`src/rtl/lzw_pkg.sv`:
```
// Shared types and constants of the LZW byte compressor.
package lzw_pkg;

    // Fixed field widths of the stream and configuration ports
    localparam int BYTE_W     = 8;
    localparam int OUT_CODE_W = 12;
    localparam int MAXC_W     = 12;

    // First learned phrase code; codes 1..256 are the single-byte roots
    localparam int FIRST_FREE = 257;

    // Reset value of the dictionary limit / end marker
    localparam logic [MAXC_W-1:0] MAX_CODE_RESET = 12'd4095;

    // Dictionary generation tag; tag zero marks a scrubbed slot
    localparam int EPOCH_BITS = 4;

    // Code that is sent out in an emit cycle
    typedef enum logic [1:0] {
        EMIT_MISS,
        EMIT_CLEAR,
        EMIT_MATCH,
        EMIT_END
    } t_emit_sel;

    // Commands from the controller to the datapath
    typedef struct packed {
        logic      accept;      // input transaction taken this cycle
        logic      mem_rd;      // read hash slot at probe index
        logic      take_hit;    // match extends to the found code
        logic      learn;       // store new phrase, save miss code
        logic      probe_next;  // step to next hash slot
        logic      eval;        // resolve clear / end-of-stream bookkeeping
        logic      emit;        // load output register
        t_emit_sel emit_sel;
        logic      sweep;       // scrub one hash slot
        logic      sweep_done;  // scrub pass finished
    } t_ctrl_cmd;

    // Status from the datapath to the controller
    typedef struct packed {
        logic match_zero;   // no current match
        logic hit;          // read slot holds the wanted phrase
        logic empty;        // read slot is free in this generation
        logic need_clear;   // next free code reached the limit
        logic pend_miss;    // a miss code waits to be sent
        logic pend_clear;   // a clear code waits to be sent
        logic eos;          // current item ends the stream
        logic out_free;     // output register can take a code
        logic sweep_last;   // scrub counter at the last slot
        logic sweep_pend;   // tag space wrapped, scrub needed
    } t_ctrl_stat;

endpackage

```
`src/rtl/lzw_ctrl.sv`:
```
// Controller state machine: sequences probe, learn, clear, emit and scrub.
module lzw_ctrl (
    input  logic                i_clk,
    input  logic                i_rst_n,
    input  logic                i_in_valid,
    output logic                o_in_ready,
    input  lzw_pkg::t_ctrl_stat i_stat,
    output lzw_pkg::t_ctrl_cmd  o_cmd
);

    typedef enum logic [3:0] {
        ST_SWEEP,
        ST_IDLE,
        ST_READ,
        ST_CHECK,
        ST_EVAL,
        ST_EMIT_MISS,
        ST_EMIT_CLEAR,
        ST_EMIT_MATCH,
        ST_EMIT_END
    } t_state;

    t_state r_state;
    t_state n_state;
    t_state s_done;

    // where to go once all codes of an item are out
    assign s_done = i_stat.sweep_pend ? ST_SWEEP : ST_IDLE;

    assign o_in_ready = (r_state == ST_IDLE);

    // next state and commands
    always_comb begin
        n_state = r_state;
        o_cmd   = '0;
        unique case (r_state)
            ST_SWEEP: begin
                o_cmd.sweep = 1'b1;
                if (i_stat.sweep_last) begin
                    o_cmd.sweep_done = 1'b1;
                    n_state          = ST_IDLE;
                end
            end
            ST_IDLE: begin
                if (i_in_valid) begin
                    o_cmd.accept = 1'b1;
                    n_state      = i_stat.match_zero ? ST_EVAL : ST_READ;
                end
            end
            ST_READ: begin
                o_cmd.mem_rd = 1'b1;
                n_state      = ST_CHECK;
            end
            ST_CHECK: begin
                if (i_stat.hit) begin
                    o_cmd.take_hit = 1'b1;
                    n_state        = ST_EVAL;
                end else if (i_stat.empty) begin
                    o_cmd.learn = 1'b1;
                    n_state     = ST_EVAL;
                end else begin
                    o_cmd.probe_next = 1'b1;
                    n_state          = ST_READ;
                end
            end
            ST_EVAL: begin
                o_cmd.eval = 1'b1;
                if (i_stat.pend_miss) begin
                    n_state = ST_EMIT_MISS;
                end else if (i_stat.need_clear) begin
                    n_state = ST_EMIT_CLEAR;
                end else if (i_stat.eos) begin
                    n_state = ST_EMIT_MATCH;
                end else begin
                    n_state = ST_IDLE;
                end
            end
            ST_EMIT_MISS: begin
                o_cmd.emit_sel = lzw_pkg::EMIT_MISS;
                if (i_stat.out_free) begin
                    o_cmd.emit = 1'b1;
                    if (i_stat.pend_clear) begin
                        n_state = ST_EMIT_CLEAR;
                    end else if (i_stat.eos) begin
                        n_state = ST_EMIT_MATCH;
                    end else begin
                        n_state = s_done;
                    end
                end
            end
            ST_EMIT_CLEAR: begin
                o_cmd.emit_sel = lzw_pkg::EMIT_CLEAR;
                if (i_stat.out_free) begin
                    o_cmd.emit = 1'b1;
                    n_state    = i_stat.eos ? ST_EMIT_MATCH : s_done;
                end
            end
            ST_EMIT_MATCH: begin
                o_cmd.emit_sel = lzw_pkg::EMIT_MATCH;
                if (i_stat.out_free) begin
                    o_cmd.emit = 1'b1;
                    n_state    = ST_EMIT_END;
                end
            end
            ST_EMIT_END: begin
                o_cmd.emit_sel = lzw_pkg::EMIT_END;
                if (i_stat.out_free) begin
                    o_cmd.emit = 1'b1;
                    n_state    = s_done;
                end
            end
            default: begin
                n_state = ST_IDLE;
            end
        endcase
    end

    // state register; reset starts with a scrub of the hash table
    always_ff @(posedge i_clk) begin
        if (!i_rst_n) begin
            r_state <= ST_SWEEP;
        end else begin
            r_state <= n_state;
        end
    end

endmodule

```
`config.mk`:
```
export PLATFORM = sky130hd
export DESIGN_NAME = lzw_ctrl
export DESIGN_NICKNAME = d
export VERILOG_FILES = /design/src/rtl/lzw_pkg.sv /design/src/rtl/lzw_ctrl.sv
export SDC_FILE = /design/constraint.sdc
export NUM_CORES = 1
export LEC_CHECK = 0
export CORE_MARGIN = 2
export CORE_UTILIZATION = 25
export CTS_BUF_LIST = sky130_fd_sc_hd__clkbuf_8
export DETAILED_ROUTE_END_ITERATION = 8
export DONT_BUFFER_PORTS = 1
export PLACE_DENSITY = 0.48
export SYNTH_ARGS = -nofsm -noshare
export SYNTH_HDL_FRONTEND = slang
export SYNTH_SLANG_ARGS = --single-unit
```
`constraint.sdc`:
```
create_clock -name i_clk -period 4.2 [get_ports i_clk]
set_clock_uncertainty 0.05 [all_clocks]
set_input_delay 0.42 -clock i_clk [delete_from_list [all_inputs] [get_ports i_clk]]
set_output_delay 0.42 -clock i_clk [all_outputs]
set_load 0.01 [all_outputs]
```
==> Word-level counts from Yosys, hierarchy flattened <==
Cells that the tools add are included.
{ "word_totals": {"register_bits": 4} }
{ "op_classes": {"n_eq_ne": 14, "muxes": 29, "reduce_logical": 2} }
{ "op_table": {"columns": ["operator", "count"], "rows": [
  ["2-to-1 mux 4 bit", 9],
  ["case mux 4 bit (9 select lines)", 1],
  ["2-to-1 mux 3 bit", 6],
  ["equality test 4 x 3 -> 1 bit, second input constant", 4],
  ["inequality test 2 bit, second input constant", 6],
  ["case mux 3 bit (4 select lines)", 1],
  ["2-to-1 mux 1 bit", 10],
  ["equality test 4 x 2 -> 1 bit, second input constant", 2],
  ["AND reduction 6 bit", 1],
  ["equality test 4 x 1 -> 1 bit, second input constant", 1],
  ["equality test 4 bit, second input constant", 1],
  ["logical NOT 4 bit", 1],
  ["2-to-1 mux 2 bit", 2]
]} }

==> Longest topological paths before layout <==
{ "depth": {"depth_word": 5, "mapped_depth": 6} }

==> Least setup slack after synthesis <==
OpenSTA, ideal clock, no wires.
{ "synth_path": {"path_kind": "register to output", "from": "register r_state[1]", "to": "output o_cmd[0] in the netlist's numbering", "arrival_time_ns": 1.298, "setup_slack_ns": 2.432, "path_stages_with_launch": 4, "path_buffers": 1, "cell_sequence": "dfxtp_1 > clkbuf_1 > nor4_1 > and2_1"} }
{ "synth_rtl": {"columns": ["item", "line_no", "rtl"], "rows": [
  ["start, declared", "lzw_ctrl.sv:23", "t_state r_state;"],
  ["start signal, assigned", "lzw_ctrl.sv:123", "r_state <= n_state;"],
  ["end, declared", "lzw_ctrl.sv:8", "output lzw_pkg::t_ctrl_cmd o_cmd"]
]} }

==> flow_summary_export.csv <==
group,metric,value,unit
synth,syn_area,561,um2
floorplanning,start_util,0.258,
sta,rsz0062_at_grt,"no",
critical_path,worstPathRequired,3.73,ns
synth,synth-seq-cells,4,
drt,routed_wl,1400,um
outcome,status,"completed",
drt,viasPerCell,5.43,
sta,max_clock_freq,487,MHz
critical_path,endpoint_kind,"output pin",
clocking,clk_path_buf_depth,2,
layout,largest-register,"r_state",
critical_path,r2r_setup_slack,2.47,ns
clocking,cts_root_buf,"clkbuf_8",
synth,synth_edf_count,0,
critical_path,crit_path_max_fanout,19,
layout,area_growth,8.48,%
power_and_ir_drop,p_leak,0.219,nW
layout,n_antenna_cell,0,
sta,finalSetupTns,0,ns
critical_path,crit_type,"flip-flop to output pin",
grt,antenna_found_initial,0,
critical_path,arrival,1.58,ns
floorplanning,io_pins,25,
critical_path,r2r_end,"r_state[0]",
clocking,ctsResizeCount,0,
sta,min_period,2.05,ns
drt,drtIter0Drc,1,
critical_path,reg2regPathDepth,4,
critical_path,r2r-start,"r_state[3]",
drt,ant_nets,0,
floorplanning,die_w,51.4,um
floorplanning,die_h,51.4,um
sta,drv_slew,0,
clocking,htree_levels,1,
sta,worst_pin_slew,0.591,ns
grt,grt_pass1_vias,533,
clocking,hold_buffers,0,
floorplanning,dieArea,2640,um2
placed_design,gp_congestion,0.732,
drt,drt_first_pass_iters,4,
synth,avgSynthCellArea,7.01,um2
synth,yosys_warnings,0,
grt,grt_usage,0.123,
grt,grt_max_degree,20,
drt,wl_per_cell,13.2,um
sta,max_slew_margin,0.603,
sta,timing.final.crit_share,0.489,
synth,async_flop_share,0,
clocking,worstSkewPairLatency,0.22,ns
placed_design,portBuffers,0,
worst_hold_path,hold_path_end,"r_state[3]",
placed_design,dp.cells,103,
placed_design,dp_hpwl,1080,um
worst_hold_path,hp-start,"i_rst_n",
synth,ys.flop_type,"dfxtp_1",
layout,drive_gt1_frac,0.0897,
floorplanning,core_area,2170,um2
layout,top_regs,"r_state (4)",
worst_hold_path,worstHoldPathType,"input port to flip-flop",
synth,seq_area_frac_synth,0.143,
clocking,cts_tree,"done",
clocking,postCtsSetupBuffers,0,
sta,setup_viol,0,
sta,hold_viol,0,
layout,layout.nets,93,
critical_path,start_kind,"flip-flop",
sta,fin_hold_ws,0.274,ns
clocking,cts.clk_slew.worst_paths,0.03,ns
layout,utilization,0.280,
worst_hold_path,hold_depth,1,
clocking,cts.sinks,4,
power_and_ir_drop,ir_drop,0.0661,mV
synth,synthCells,80,
synth,synthDistinctLibCells,38,
floorplanning,rows,17,
layout,largest_reg_flops,4,
clocking,numCtsBuffers,3,
drt,num_vias,576,
flow_run,cap_viol_max_count,0,
grt,grt_pass1_wl,2370,um
power_and_ir_drop,p_per_area,245,nW/um2
drt,drc,0,
layout,fin_cells,106,
grt,grt_overflow_total,0,
synth,syn-num-nets,93,
[how the worst max path moves through the flow]
stage | startpoint | end | depth (start not counted)
floorplan | r_state[1] | o_cmd[0] | 3
global placement | r_state[1] | o_cmd[0] | 2
detailed placement | r_state[1] | o_cmd[0] | 2
CTS | r_state[1] | o_cmd[0] | 2
global route | r_state[1] | o_cmd[0] | 2
finish | r_state[0] | o_cmd[7] | 2
[power breakdown]
group	switching (mW)	internal, mW	total [mW]
combinational	0.0123	0.0106	0.0229
clock	0.0198	0.0611	0.0809
sequential	0.00578	0.0396	0.0454
total	0.0379	0.111	0.149
[through the flow]
stage          power, mW  instance area (um2)  worst slack [ns]
2_1_floorplan     0.0670                  561              2.43
3_3_place_gp      0.0694                  567              2.39
3_5_place_dp      0.0686                  567              2.39
4_1_cts            0.152                  608              2.15
5_1_grt            0.159                  608              2.06
6_report           0.149                  608              2.15
[cell families (layout without fill, tap and decap cells)]
kind of cell,after synthesis,count (layout),share of synthesized area
simple gates,41,41,0.449
buf+inv,11,9,0.0915
mux,2,2,0.0357
flops,4,4,0.143
compound gates,22,22,0.281
[final cells by class]
| type | instances | area [um2] |
|---|---|---|
| fillers | 249 | 1560 |
| multi-input cells | 65 | 429 |
| flip-flops and latches | 4 | 80.1 |
| clock buffers | 3 | 41.3 |
| well taps | 28 | 35.0 |
| inverters | 6 | 22.5 |
[cells in the final DEF (no fill, tap or decap), drive strengths merged]
cell type and n:
o22ai 2, a22oi 2, nand3 1, dfxtp 4, nor4bb 1, or3b 1
a2bb2oi 1, nor3 3, nand3b 1, o21a 1, o21ai 5, nor2b 3
and3b 1, nand2b 4, mux2i 2, or2 1, o21bai 1, and3 3
o31ai 1, nor2 7, nor3b 1, inv 6, a21oi 4, a211oi 2
a221oi 1, nand4bb 2, nor4 1, and2 3, nand2 6, o221a 1
or4b 2, o2bb2ai 1, clkbuf 3
[synth_stat cells (all sizes together) (2+ instances only)]
master	number	area, um2
a211oi	2	15.0
a21oi	4	23.8
a22oi	2	15.0
and2	3	18.8
and3	3	18.8
buf	3	21.3
clkbuf	2	7.51
dfxtp	4	80.1
inv	6	22.5
mux2i	2	20.0
nand2	6	22.5
nand2b	4	25.0
nand4bb	2	22.5
nor2	7	26.3
nor2b	3	18.8
nor3	3	15.0
o21ai	5	25.0
o22ai	2	12.5
or4b	2	23.8
[layer usage]
layer,GRT usage,up-vias,share of wire
met5,0,-,0
met4,0.0789,0,0.022
met3,0.0322,4,0.051
met2,0.193,16,0.48
met1,0.149,268,0.44
li1,-,288,-
[critical path, stage by stage (launching register included)]
cell	delay [ns]
dfxtp_1	0.66
nand4bb_1	0.26
nor3b_1	0.44
(Power assumes the default switching activity.)
